### src/rtl/wsfrt_pkg.sv
// shared constants, types and helpers of the fragment reassembly tracker
package wsfrt_pkg;

    localparam int COUNT_WIDTH = 16;
    localparam int CAP_WIDTH   = 16;
    localparam int QUEUE_DEPTH = 2;
    localparam int QUEUE_PTR_W = (QUEUE_DEPTH > 1) ? $clog2(QUEUE_DEPTH) : 1;
    localparam int QUEUE_CNT_W = $clog2(QUEUE_DEPTH + 1);

    localparam logic [CAP_WIDTH-1:0] CAP_RESET   = CAP_WIDTH'(4096);
    localparam logic [3:0]           TEXT_OPCODE = 4'h1;
    localparam logic [COUNT_WIDTH-1:0] COUNT_MAX = '1;

    typedef logic [COUNT_WIDTH-1:0] count_t;

    typedef enum logic [1:0] {
        STATUS_READY = 2'd0,
        STATUS_MORE  = 2'd1,
        STATUS_DROP  = 2'd2
    } status_t;

    // classified chunk handed from the front end to the back end
    typedef struct packed {
        logic        non_text;
        logic        bad;
        logic        whole;
        logic        start;
        logic        plen_big;
        logic        len_big;
        logic        off_fits;
        count_t      off_low;
        count_t      len_low;
        count_t      plen_low;
        logic [30:0] len_ready;
    } chunk_class_t;

    // capacity in use, saturated to what the counters can hold
    function automatic count_t sat_cap(input logic [CAP_WIDTH-1:0] cap);
        logic [32:0] wide;
        begin
            wide = 33'(cap);
            if (wide > 33'(COUNT_MAX))
                sat_cap = COUNT_MAX;
            else
                sat_cap = count_t'(cap);
        end
    endfunction

endpackage

### src/rtl/wsfrt_if.sv
// channel interfaces for chunk descriptors and tracker results
interface wsfrt_chunk_if;
    logic        valid;
    logic        ready;
    logic [3:0]  opcode;
    logic signed [31:0] chunk_offset;
    logic signed [31:0] chunk_length;
    logic signed [31:0] message_length;
    logic        data_present;

    modport source (output valid, output opcode, output chunk_offset,
                    output chunk_length, output message_length,
                    output data_present, input ready);
    modport sink   (input valid, input opcode, input chunk_offset,
                    input chunk_length, input message_length,
                    input data_present, output ready);
endinterface

interface wsfrt_result_if;
    logic        valid;
    logic        ready;
    logic [1:0]  status;
    logic        from_buffer;
    logic [30:0] ready_length;
    logic        append_enable;
    logic [15:0] append_offset;

    modport source (output valid, output status, output from_buffer,
                    output ready_length, output append_enable,
                    output append_offset, input ready);
    modport sink   (input valid, input status, input from_buffer,
                    input ready_length, input append_enable,
                    input append_offset, output ready);
endinterface

### src/rtl/websocket_fragment_reassembly_tracker_unit.sv
// top level of the text-message fragment reassembly tracker
//
//  port       dir   handshake               carries
//  chunk      in    valid/ready             opcode, offset, lengths, data flag
//  result     out   valid/ready             status, from_buffer, length, append
//  cfg_we     in    write enable, no wait   cfg_wdata -> buffer_capacity
//
// one chunk per cycle sustained while results are taken; a result passes the classify
// register, a queue entry and the result register, in that order, before it is offered
// the counter update in the back end is a single add and compare per cycle
// rst_n clears the counters and all valid flags; capacity returns to 4096
// a stalled result holds the back end, the queue and the classify register then absorb
// three chunks before chunk.ready drops
module websocket_fragment_reassembly_tracker_unit
    import wsfrt_pkg::*;
(
    input  logic                  clk,
    input  logic                  rst_n,
    wsfrt_chunk_if.sink           chunk,
    wsfrt_result_if.source        result,
    input  logic                  cfg_we,
    input  logic [CAP_WIDTH-1:0]  cfg_wdata
);

    logic [CAP_WIDTH-1:0] capacity_reg;
    count_t               cap_eff;

    logic         f_valid;
    logic         f_ready;
    chunk_class_t f_data;
    logic         q_valid;
    logic         q_ready;
    chunk_class_t q_data;

    always_ff @(posedge clk or negedge rst_n)
    begin
        if (!rst_n)
            capacity_reg <= CAP_RESET;
        else if (cfg_we)
            capacity_reg <= cfg_wdata;
    end

    assign cap_eff = sat_cap(capacity_reg);

    wsfrt_front u_front (
        .clk       (clk),
        .rst_n     (rst_n),
        .chunk     (chunk),
        .cap_eff   (cap_eff),
        .cls_valid (f_valid),
        .cls_ready (f_ready),
        .cls_data  (f_data)
    );

    wsfrt_queue u_queue (
        .clk        (clk),
        .rst_n      (rst_n),
        .push_valid (f_valid),
        .push_ready (f_ready),
        .push_data  (f_data),
        .pop_valid  (q_valid),
        .pop_ready  (q_ready),
        .pop_data   (q_data)
    );

    wsfrt_back u_back (
        .clk       (clk),
        .rst_n     (rst_n),
        .cls_valid (q_valid),
        .cls_ready (q_ready),
        .cls_data  (q_data),
        .cap_eff   (cap_eff),
        .result    (result)
    );

endmodule

### src/rtl/wsfrt_front.sv
// front end: accepts chunk descriptors and classifies them into one register stage
module wsfrt_front
    import wsfrt_pkg::*;
(
    input  logic          clk,
    input  logic          rst_n,
    wsfrt_chunk_if.sink   chunk,
    input  count_t        cap_eff,
    output logic          cls_valid,
    input  logic          cls_ready,
    output chunk_class_t  cls_data
);

    logic         stage_valid_reg;
    logic         stage_valid_next;
    chunk_class_t stage_reg;
    chunk_class_t cls_comb;

    logic [31:0] off;
    logic [31:0] len;
    logic [31:0] plen;
    logic [32:0] end_pos;
    logic        take;

    assign off  = chunk.chunk_offset;
    assign len  = chunk.chunk_length;
    assign plen = chunk.message_length;
    // operands are non-negative whenever this matters, so a 33-bit unsigned sum is exact
    assign end_pos = 33'(off) + 33'(len);

    always_comb
    begin
        cls_comb.non_text  = (chunk.opcode != TEXT_OPCODE);
        cls_comb.bad       = off[31] || len[31] || plen[31] || !chunk.data_present
                             || (len == 32'd0) || (end_pos > 33'(plen));
        cls_comb.whole     = (off == 32'd0) && (len == plen);
        cls_comb.start     = (off == 32'd0);
        cls_comb.plen_big  = plen > 32'(cap_eff);
        cls_comb.len_big   = len > 32'(cap_eff);
        cls_comb.off_fits  = off <= 32'(COUNT_MAX);
        cls_comb.off_low   = count_t'(off);
        cls_comb.len_low   = count_t'(len);
        cls_comb.plen_low  = count_t'(plen);
        cls_comb.len_ready = len[30:0];
    end

    assign chunk.ready = !stage_valid_reg || cls_ready;
    assign take        = chunk.valid && chunk.ready;

    always_comb
    begin
        stage_valid_next = stage_valid_reg;
        if (take)
            stage_valid_next = 1'b1;
        else if (cls_ready)
            stage_valid_next = 1'b0;
    end

    always_ff @(posedge clk or negedge rst_n)
    begin
        if (!rst_n)
            stage_valid_reg <= 1'b0;
        else
            stage_valid_reg <= stage_valid_next;
    end

    always_ff @(posedge clk)
    begin
        if (take)
            stage_reg <= cls_comb;
    end

    assign cls_valid = stage_valid_reg;
    assign cls_data  = stage_reg;

endmodule

### src/rtl/wsfrt_queue.sv
// short queue of classified chunks between front and back ends
module wsfrt_queue
    import wsfrt_pkg::*;
(
    input  logic         clk,
    input  logic         rst_n,
    input  logic         push_valid,
    output logic         push_ready,
    input  chunk_class_t push_data,
    output logic         pop_valid,
    input  logic         pop_ready,
    output chunk_class_t pop_data
);

    chunk_class_t mem [QUEUE_DEPTH];

    logic [QUEUE_PTR_W-1:0] wr_ptr_reg, wr_ptr_next;
    logic [QUEUE_PTR_W-1:0] rd_ptr_reg, rd_ptr_next;
    logic [QUEUE_CNT_W-1:0] count_reg, count_next;
    logic push;
    logic pop;

    assign push_ready = count_reg != QUEUE_CNT_W'(QUEUE_DEPTH);
    assign pop_valid  = count_reg != '0;
    assign push       = push_valid && push_ready;
    assign pop        = pop_valid && pop_ready;
    assign pop_data   = mem[rd_ptr_reg];

    function automatic logic [QUEUE_PTR_W-1:0] ptr_inc(input logic [QUEUE_PTR_W-1:0] p);
        begin
            if (p == QUEUE_PTR_W'(QUEUE_DEPTH - 1))
                ptr_inc = '0;
            else
                ptr_inc = p + QUEUE_PTR_W'(1);
        end
    endfunction

    always_comb
    begin
        wr_ptr_next = push ? ptr_inc(wr_ptr_reg) : wr_ptr_reg;
        rd_ptr_next = pop  ? ptr_inc(rd_ptr_reg) : rd_ptr_reg;
        count_next  = count_reg;
        if (push && !pop)
            count_next = count_reg + QUEUE_CNT_W'(1);
        else if (pop && !push)
            count_next = count_reg - QUEUE_CNT_W'(1);
    end

    always_ff @(posedge clk or negedge rst_n)
    begin
        if (!rst_n)
        begin
            wr_ptr_reg <= '0;
            rd_ptr_reg <= '0;
            count_reg  <= '0;
        end
        else
        begin
            wr_ptr_reg <= wr_ptr_next;
            rd_ptr_reg <= rd_ptr_next;
            count_reg  <= count_next;
        end
    end

    always_ff @(posedge clk)
    begin
        if (push)
            mem[wr_ptr_reg] <= push_data;
    end

endmodule

### src/rtl/wsfrt_back.sv
// back end: applies classified chunks to the message counters and registers the result
module wsfrt_back
    import wsfrt_pkg::*;
(
    input  logic           clk,
    input  logic           rst_n,
    input  logic           cls_valid,
    output logic           cls_ready,
    input  chunk_class_t   cls_data,
    input  count_t         cap_eff,
    wsfrt_result_if.source result
);

    count_t  expected_reg, expected_next;
    count_t  written_reg, written_next;
    logic    out_valid_reg, out_valid_next;

    status_t     status_reg, status_next;
    logic        from_buffer_reg, from_buffer_next;
    logic [30:0] ready_length_reg, ready_length_next;
    logic        append_enable_reg, append_enable_next;
    logic [15:0] append_offset_reg, append_offset_next;

    logic                 pop;
    count_t               base;
    logic [COUNT_WIDTH:0] sum;
    count_t               sum_low;

    assign cls_ready = !out_valid_reg || result.ready;
    assign pop       = cls_valid && cls_ready;

    // a new start rewinds the write position to zero
    assign base    = cls_data.start ? '0 : written_reg;
    assign sum     = {1'b0, base} + {1'b0, cls_data.len_low};
    assign sum_low = sum[COUNT_WIDTH-1:0];

    always_comb
    begin
        expected_next      = expected_reg;
        written_next       = written_reg;
        status_next        = STATUS_DROP;
        from_buffer_next   = 1'b0;
        ready_length_next  = '0;
        append_enable_next = 1'b0;
        append_offset_next = '0;

        if (cls_data.non_text)
        begin
            // dropped, counters untouched
        end
        else if (cls_data.bad)
        begin
            expected_next = '0;
            written_next  = '0;
        end
        else if (cls_data.whole && expected_reg == '0)
        begin
            status_next       = STATUS_READY;
            ready_length_next = cls_data.len_ready;
        end
        else if ((cls_data.start && cls_data.plen_big)
                 || (!cls_data.start && (expected_reg == '0 || !cls_data.off_fits
                                         || cls_data.off_low != written_reg))
                 || cls_data.len_big || sum > {1'b0, cap_eff})
        begin
            expected_next = '0;
            written_next  = '0;
        end
        else
        begin
            append_enable_next = 1'b1;
            append_offset_next = 16'(base);
            if (sum_low < (cls_data.start ? cls_data.plen_low : expected_reg))
            begin
                status_next   = STATUS_MORE;
                expected_next = cls_data.start ? cls_data.plen_low : expected_reg;
                written_next  = sum_low;
            end
            else
            begin
                status_next       = STATUS_READY;
                from_buffer_next  = 1'b1;
                ready_length_next = 31'(sum_low);
                expected_next     = '0;
                written_next      = '0;
            end
        end
    end

    always_comb
    begin
        out_valid_next = out_valid_reg;
        if (pop)
            out_valid_next = 1'b1;
        else if (result.ready)
            out_valid_next = 1'b0;
    end

    always_ff @(posedge clk or negedge rst_n)
    begin
        if (!rst_n)
        begin
            expected_reg  <= '0;
            written_reg   <= '0;
            out_valid_reg <= 1'b0;
        end
        else
        begin
            out_valid_reg <= out_valid_next;
            if (pop)
            begin
                expected_reg <= expected_next;
                written_reg  <= written_next;
            end
        end
    end

    always_ff @(posedge clk)
    begin
        if (pop)
        begin
            status_reg        <= status_next;
            from_buffer_reg   <= from_buffer_next;
            ready_length_reg  <= ready_length_next;
            append_enable_reg <= append_enable_next;
            append_offset_reg <= append_offset_next;
        end
    end

    assign result.valid         = out_valid_reg;
    assign result.status        = status_reg;
    assign result.from_buffer   = from_buffer_reg;
    assign result.ready_length  = ready_length_reg;
    assign result.append_enable = append_enable_reg;
    assign result.append_offset = append_offset_reg;

endmodule

### src/flat_wrapper.sv
// flat-port wrapper written by rule: the top's interface ports become plain ports
module websocket_fragment_reassembly_tracker_unit_flat import wsfrt_pkg::*;
  (clk, rst_n, cfg_we, cfg_wdata, chunk_valid, chunk_opcode, chunk_chunk_offset, chunk_chunk_length, chunk_message_length, chunk_data_present, chunk_ready, result_valid, result_status, result_from_buffer, result_ready_length, result_append_enable, result_append_offset, result_ready);
  wsfrt_chunk_if chunk_i ();
  wsfrt_result_if result_i ();
  input  logic clk;
  input  logic rst_n;
  input  logic cfg_we;
  input  logic [CAP_WIDTH-1:0] cfg_wdata;
  input wire logic [$bits(chunk_i.valid)-1:0] chunk_valid;
  input wire logic [$bits(chunk_i.opcode)-1:0] chunk_opcode;
  input wire logic [$bits(chunk_i.chunk_offset)-1:0] chunk_chunk_offset;
  input wire logic [$bits(chunk_i.chunk_length)-1:0] chunk_chunk_length;
  input wire logic [$bits(chunk_i.message_length)-1:0] chunk_message_length;
  input wire logic [$bits(chunk_i.data_present)-1:0] chunk_data_present;
  output wire logic [$bits(chunk_i.ready)-1:0] chunk_ready;
  output wire logic [$bits(result_i.valid)-1:0] result_valid;
  output wire logic [$bits(result_i.status)-1:0] result_status;
  output wire logic [$bits(result_i.from_buffer)-1:0] result_from_buffer;
  output wire logic [$bits(result_i.ready_length)-1:0] result_ready_length;
  output wire logic [$bits(result_i.append_enable)-1:0] result_append_enable;
  output wire logic [$bits(result_i.append_offset)-1:0] result_append_offset;
  input wire logic [$bits(result_i.ready)-1:0] result_ready;
  assign chunk_i.valid = chunk_valid;
  assign chunk_i.opcode = chunk_opcode;
  assign chunk_i.chunk_offset = chunk_chunk_offset;
  assign chunk_i.chunk_length = chunk_chunk_length;
  assign chunk_i.message_length = chunk_message_length;
  assign chunk_i.data_present = chunk_data_present;
  assign chunk_ready = chunk_i.ready;
  assign result_valid = result_i.valid;
  assign result_status = result_i.status;
  assign result_from_buffer = result_i.from_buffer;
  assign result_ready_length = result_i.ready_length;
  assign result_append_enable = result_i.append_enable;
  assign result_append_offset = result_i.append_offset;
  assign result_i.ready = result_ready;
  websocket_fragment_reassembly_tracker_unit u_core (.clk(clk), .rst_n(rst_n), .chunk(chunk_i), .result(result_i), .cfg_we(cfg_we), .cfg_wdata(cfg_wdata));
endmodule
### config.mk
export PLATFORM = sky130hd
export DESIGN_NAME = websocket_fragment_reassembly_tracker_unit_flat
export DESIGN_NICKNAME = d
export VERILOG_FILES = /design/src/rtl/wsfrt_pkg.sv /design/src/rtl/wsfrt_if.sv /design/src/rtl/websocket_fragment_reassembly_tracker_unit.sv /design/src/rtl/wsfrt_front.sv /design/src/rtl/wsfrt_queue.sv /design/src/rtl/wsfrt_back.sv /design/src/flat_wrapper.sv
export SDC_FILE = /design/constraint.sdc
export NUM_CORES = 1
export LEC_CHECK = 0
export BUFFER_PORTS_ARGS = -buffer_cell sky130_fd_sc_hd__buf_2
export CORE_MARGIN = 3
export CORE_UTILIZATION = 45
export DETAILED_ROUTE_END_ITERATION = 12
export GPL_TIMING_DRIVEN = 0
export PLACE_DENSITY = 0.66
export SLEW_MARGIN = 20
export SYNTH_ARGS = -nofsm -noshare
export SYNTH_HDL_FRONTEND = slang
export SYNTH_SLANG_ARGS = --single-unit
### constraint.sdc
create_clock -name clk -period 6.7 [get_ports clk]
set_input_delay 0.335 -clock clk [delete_from_list [all_inputs] [get_ports clk]]
set_output_delay 0.335 -clock clk [all_outputs]
set_load 0.01 [all_outputs]
# Word-level counts from Yosys, hierarchy flattened
# Memory sizes are Yosys's and may differ from the RTL's.
# Cells that the tools add are included.
[totals] register_bits=191 latchBits=0 ram_bits=172 romBits=0 inputBits=122 out_inout_bits=53 wordCells=111 memories=1
[classes] n_addsub=6 mul=0 div=0 magnitude_cmp=6 eq_ne=5 n_shift=0 muxes=28 n_bitwise=1 n_reduce_logical=39
[mem_list] memory="u_core.u_queue.mem" depth=2 word_bits=86 rd=1 rd_ports_with_merged_regs=0 write_ports=1 line_no="wsfrt_queue.sv:15" rtl="chunk_class_t mem [QUEUE_DEPTH];"
[ops] operator="$mux 16" n=12
[ops] operator="$gt 32x16->1" n=2
[ops] operator="$logic_not 32->1" n=2
[ops] operator="$add 32x32->33" n=1
[ops] operator="$gt 33x32->1" n=1
[ops] operator="$eq 32x32->1" n=1
[ops] operator="$le 32x16->1 const B" n=1
[ops] operator="$mux 31" n=1
[ops] operator="$add 16x16->17" n=1
[ops] operator="$gt 17x16->1" n=1
[ops] operator="$logic_not 16->1" n=1
[ops] operator="$lt 16x16->1" n=1
[ops] operator="$ne 16x16->1" n=1
[ops] operator="$logic_or 1x1->1" n=12
[ops] operator="$mux 1" n=11
[ops] operator="$logic_and 1x1->1" n=9
[ops] operator="$mux 2" n=4
[ops] operator="$reduce_bool 2->1" n=4
[ops] operator="$logic_not 1->1" n=7
[ops] operator="$ne 4x1->1 const B" n=1
[ops] operator="$reduce_or 4->1" n=1
[ops] operator="$reduce_and 3->1" n=1
[ops] operator="$reduce_or 3->1" n=1
[ops] operator="$add 1x1->1 const B" n=2
[ops] operator="other kinds (6)" n=6

# Logic depth before layout (Yosys ltp)
# An unclocked memory read counts as a cell.
[depth] depth_word=11 mapped_depth=28 mapped_depth_nobuf=21

# Modules after synthesis
# From an unflattened synthesis, not the netlist that was laid out.
[hier_totals] cells_unflattened=1466 area_unflattened_um2=18880.6
[by_module_without_submodules] module="wsfrt_queue" n_inst=1 cells_each=286 area_each_um2=6521.3 seq_area_each_um2=5265.0
[by_module_without_submodules] module="wsfrt_front" n_inst=1 cells_each=621 area_each_um2=6152.2 seq_area_each_um2=2127.0
[by_module_without_submodules] module="wsfrt_back" n_inst=1 cells_each=525 area_each_um2=5556.6 seq_area_each_um2=2357.3
[by_module_without_submodules] module="websocket_fragment_reassembly_tracker_unit" n_inst=1 cells_each=34 area_each_um2=650.6 seq_area_each_um2=401.6

# Worst setup path after synthesis
# OpenSTA, ideal clock, no wires.
[synth_path] kind="reg-to-reg" start="register u_core.u_queue.rd_ptr_reg" end="register u_core.u_back.ready_length_reg[1], in the netlist u_core.u_back.result.ready_length[1] (data pin)" setup_ns=0.149 arrival_ns=5.467 required_ns=6.551 slack_ns=1.085 stages_incl_launch_ff=27 n_path_buf=7 period_less_slack_ns=5.615 cell_sequence="dfrtp_1 -> buf_6 -> buf_2 -> buf_2 -> buf_2 -> buf_2 -> mux2i_1 -> inv_1 -> ha_1 -> a21oi_1 -> o211ai_1 -> o221a_2 -> or4_1 -> a31oi_1 -> nand4b_1 -> nand3_1 -> ha_1 -> nand2_1 -> nor3_1 -> a31oi_1 -> o31a_1 -> a2111oi_0 -> o211a_1 -> and3_1 -> buf_2 -> buf_4 -> o2bb2ai_1"
[synth_via] elab_chain_len=10 elab_cells_between_ends=21 classes_between="1 x add/sub; 2 x order compare; 1 x eq/ne; 5 x mux; 11 x reduce/logical; 1 x memory"
[synth_lines] element="from (decl)" line_no="wsfrt_queue.sv:18" rtl="logic [QUEUE_PTR_W-1:0] rd_ptr_reg, rd_ptr_next;"
[synth_lines] element="from (signal assigned)" line_no="wsfrt_queue.sv:60" rtl="rd_ptr_reg <= rd_ptr_next;"
[synth_lines] element="$mem_v2 2x86 *"
[synth_lines] element="parallel branches: the longest is 9 deep, another holds $add 16x16->17"
[synth_lines] element="to (signal assigned)" line_no="wsfrt_back.sv:124" rtl="ready_length_reg <= ready_length_next;"
[synth_lines] element="to (decl)" line_no="wsfrt_back.sv:20" rtl="logic [30:0] ready_length_reg, ready_length_next;"
# Mark *: on every way between the ends.
# A chain may end at the register's enable or synchronous reset.

# Worst setup path in the final report
[layout_path] start="register u_core.u_queue.rd_ptr_reg" end="register u_core.u_back.ready_length_reg[1], in the netlist u_core.u_back.result.ready_length[1] (data pin)"
[layout_via] elab_cells_between_ends=21 classes_between="1 x add/sub; 2 x order compare; 1 x eq/ne; 5 x mux; 11 x reduce/logical; 1 x memory"
[layout_rtl] element="$mem_v2 2x86 *"
[layout_rtl] element="$mux 16 *" line_no="wsfrt_back.sv:33" rtl="assign base = cls_data.start ? '0 : written_reg;"
[layout_rtl] element="net u_core.u_back.base[0]" line_no="wsfrt_back.sv:25" rtl="count_t base;"
[layout_rtl] element="$add 16x16->17 *" line_no="wsfrt_back.sv:34" rtl="assign sum = {1'b0, base} + {1'b0, cls_data.len_low};"
[layout_rtl] element="$lt 16x16->1 / $gt 17x16->1 (equally long branches)" line_no="wsfrt_back.sv:73, wsfrt_back.sv:64"
[layout_rtl] element="$mux 16 / $logic_or 1x1->1 (equally long branches)" line_no="wsfrt_back.sv:73, wsfrt_back.sv:64"
[layout_rtl] element="$mux 16 *" line_no="wsfrt_back.sv:61" rtl="else if ((cls_data.start && cls_data.plen_big)"
[layout_rtl] element="$mux 31 *" line_no="wsfrt_back.sv:56" rtl="else if (cls_data.whole && expected_reg == '0)"
# Mark *: on every way through the listed nets, which the timed path passes. The rest lies on a longest branch.

==> results.toml <==
[drt]
via_per_inst = 5.78
first_pass_iters = 5
antenna_left = 0
wl_met2_um = 21000
wl_met3_um = 3180
dr.max_layer_used = "met4"
drt_iter0_markers = 883
vias = 11800
routed_wl_um = 45800
wl_per_cell_um = 22.4
drc = 0
wl_met1_um = 19600

[logic_synthesis]
ys_ff_latch = 315
yosysUniqueCellTypes = 69
synthArstFlopShare_pct = 17.1
yosys.area_share.simple_pct = 9.80
synth_edf_count = 261
yosysWarnings = 0
synth_top_family_by_area = "compound AO/OA/AOI/OAI gates"
syn-num-nets = 1614
synth_xor_area_share_pct = 4.66
synth_fa_ha_area_share_pct = 11.1
synthMuxAreaShare_pct = 4.20
ys.flop_type = "edfxtp_1"
synthCells = 1345
syn_avg_cell_area_um2 = 12.4
synth-compound-area-share_pct = 12.1
syn_area_um2 = 16700
ys_seq_area_share_pct = 55.0

[floorplanning]
row_count = 69
dieWidth_um = 199
die-height_um = 199
initial_utilization_pct = 46.3
ios = 175
die_area_um2 = 39500
coreArea_um2 = 36100

[layout]
drive_gt1_share_pct = 20.0
final_util_pct = 54.2
layout.cells.non_filler = 2050
largest_reg_flops = 140
final.fill_count = 3066
mostFrequentLayoutCell = "edfxtp_1"
area_growth_pct = 17.0
final_cell_mix = "edfxtp_1 (261), buf_2 (176), ha_1 (145)"
final_area_um2 = 19600
nNetsFinal = 1831

[clock_network]
cts_root_buf = "clkbuf_16"
clk_latency_ps = 530
clock_path_buffers = 3
htreeDepth = 2
clock_sinks = 315
cts_buffers = 34
path_clk_slew_ps = 60
cts_tree = "yes"

[timing]
rsz0062_at_grt = "false"
finalCritPeriodShare_pct = 93.4
tightest_slew_ps = 789
worst_hold_slack_ps = 19.6
finalWorstSetupSlack_ps = 440
fin_setup_tns_ps = 0
hold_viol_final = 0
maxSlewViolCount = 0
fin_crit_ps = 6260
fmax_mhz = 160
setup_violations = 0
relSlewSlack_pct = 47.4
fin_skew_ps = 17.9

[critical_path]
worstPathArrival_ps = 6600
cp_common_cell = "a21oi_1"
max_stage_delay_ps = 400
crit_cells = 26
crit_slowest_cell = "fa_1"
crit_required_ps = 7040
reg2reg_depth = 26
crit_family = "compound AO/OA/AOI/OAI gates"
end_kind = "register"
r2r-end = "u_core.u_back.result.ready_length[1]$_SDFFCE_PP0P_"
r2r_slack_ps = 440
path_buf_inv = 6
critical_path_class = "register to register"
r2r-start = "u_core.u_queue.rd_ptr_reg$_DFFE_PN0P_"
crit_end = "u_core.u_back.result.ready_length[1]$_SDFFCE_PP0P_"
critPathLaunchType = "register"
crit_fanout = 25
worstSetupStartpoint = "u_core.u_queue.rd_ptr_reg$_DFFE_PN0P_"

[job]
maxCapViolCount = 0

[outcome]
outcome = "complete, no violations"

[place]
dpl_worst_slack_ps = -608
dpl.cell_count = 1986
io_buffers = 174
dp_hpwl_um = 34900
gp_congestion = 0.937
placed_area_um2 = 18300

[global_routing]
antenna_found_initial = 1
gr-total-overflow = 0
grt_max_degree = 55
grt_pass1_wl_um = 69200
grt_use_total_pct = 23.3
first_global_vias = 11900

[pwr]
ir_drop_uv = 181
power_mw = 7.11
p_per_area_nw_per_um2 = 363
p_leak_nw = 8.30

[worst_hold_path]
hold_class = "input pin to register"
==> layout make-up <==
type	instances	area [µm²]	area share, %
Inverter	93	352	1.80
Antenna cell	1	2.50	0.0128
Timing Repair Buffer	183	1030	5.26
Sequential cell	315	9190	47.0
Tap cell	461	577	2.95
Clock inverter	25	295	1.51
Buffer	33	191	0.978
Clock buffer	37	862	4.41
Multi-Input combinational cell	902	7070	36.1
==> how the worst min path moves through the flow <==
stage                                                from                                    end  slack [ps]  depth (start not counted)
finish                                      cfg_wdata[15]         u_core.cap_eff[15]$_DFFE_PN0P_          20                          3
global placement    u_core.u_front.cls_data[51]$_DFFE_PP_    u_core.u_queue.mem[0][51]$_DFFE_PP_         420                          0
global route                       chunk_chunk_offset[11]  u_core.u_front.cls_data[74]$_DFFE_PP_          20                          1
detailed placement  u_core.u_front.cls_data[75]$_DFFE_PP_    u_core.u_queue.mem[1][75]$_DFFE_PP_         430                          0
CTS                                         cfg_wdata[15]         u_core.cap_eff[15]$_DFFE_PN0P_           6                          3
floorplan                                           rst_n          u_core.cap_eff[0]$_DFFE_PN0P_          40                          0
==> worst reg2reg max path, cell delays in order (launching register included) <==
cell and delay (ps):
dfrtp_1 340, buf_6 270, mux2i_2 330, clkbuf_4 270
clkbuf_2 240, and2_1 160, ha_1 160, inv_1 50
fa_1 400, nor2b_1 180, o31a_1 190, o22a_1 190
a21oi_1 130, o21bai_1 150, a21oi_1 120, xnor2_2 390
ha_1 330, a211o_1 270, o211ai_1 100, a21oi_1 110
o31a_1 320, a2111oi_1 320, o211a_1 290, and3_1 170
buf_2 210, buf_4 230, o2bb2ai_1 170
==> logic make-up after synthesis <==
family                   after synthesis
buffers and inverters                128
multiplexers                          68
XOR/XNOR                              89
adder cells (fa/ha/maj)              147
AND/OR/NAND/NOR                      310
flip-flops                           315
AO/OA/AOI/OAI                        288
==> synth_stat cells (3+ instances only) <==
cell type | instances | area share (%)
buf_2 | 6 | 0.18
nand4_1 | 31 | 1.2
a2111oi_0 | 4 | 0.21
a32o_1 | 16 | 0.96
o21ai_0 | 51 | 1.5
a21oi_1 | 70 | 2.1
and4_1 | 5 | 0.26
a21o_1 | 39 | 1.8
o21bai_1 | 7 | 0.31
o31ai_1 | 4 | 0.18
a221oi_1 | 4 | 0.21
a22o_2 | 28 | 1.7
a22o_1 | 4 | 0.21
a31oi_1 | 6 | 0.22
buf_6 | 4 | 0.27
or2_2 | 4 | 0.15
dfrtp_1 | 53 | 7.9
xor2_1 | 23 | 1.2
inv_1 | 93 | 2.1
o31a_1 | 4 | 0.21
and2_1 | 32 | 1.2
nor2_1 | 77 | 1.7
a211oi_1 | 5 | 0.22
or3_1 | 5 | 0.19
nor4_1 | 29 | 1.1
a21boi_0 | 4 | 0.18
nor3_1 | 14 | 0.42
o21a_1 | 15 | 0.67
xnor2_1 | 66 | 3.5
buf_1 | 3 | 0.067
nand2_1 | 48 | 1.1
clkbuf_1 | 20 | 0.45
edfxtp_1 | 261 | 47
and3_1 | 9 | 0.34
mux2i_1 | 51 | 3.1
nand2b_1 | 12 | 0.45
nor2b_1 | 12 | 0.45
mux2_2 | 17 | 1.1
nand3_1 | 19 | 0.57
ha_1 | 145 | 11
or4_1 | 4 | 0.18
o211ai_1 | 8 | 0.36
==> metal layers <==
metal | global-route usage (%) | vias to the layer above
met5 | 0 | -
met4 | 9.94 | 0
met3 | 3.69 | 111
met2 | 37.1 | 466
met1 | 31.9 | 5748
li1 | - | 5514
==> power breakdown <==
| group | internal [mW] | total, mW | switching (mW) |
|---|---|---|---|
| registers | 2.69 | 2.82 | 0.135 |
| clock network | 1.12 | 1.92 | 0.809 |
| logic | 0.877 | 2.36 | 1.48 |
| total | 4.68 | 7.11 | 2.43 |
==> timing repair <==
action                                  4_1_cts  5_1_grt
resized for setup                            13        7
hold buffers                                  1        0
endpoints found under the setup margin       64       64
hold endpoints to repair                     53        0
buffers inserted                              0        2
pin swaps                                     0        3
No activity file was read; power rests on OpenSTA's default activity.
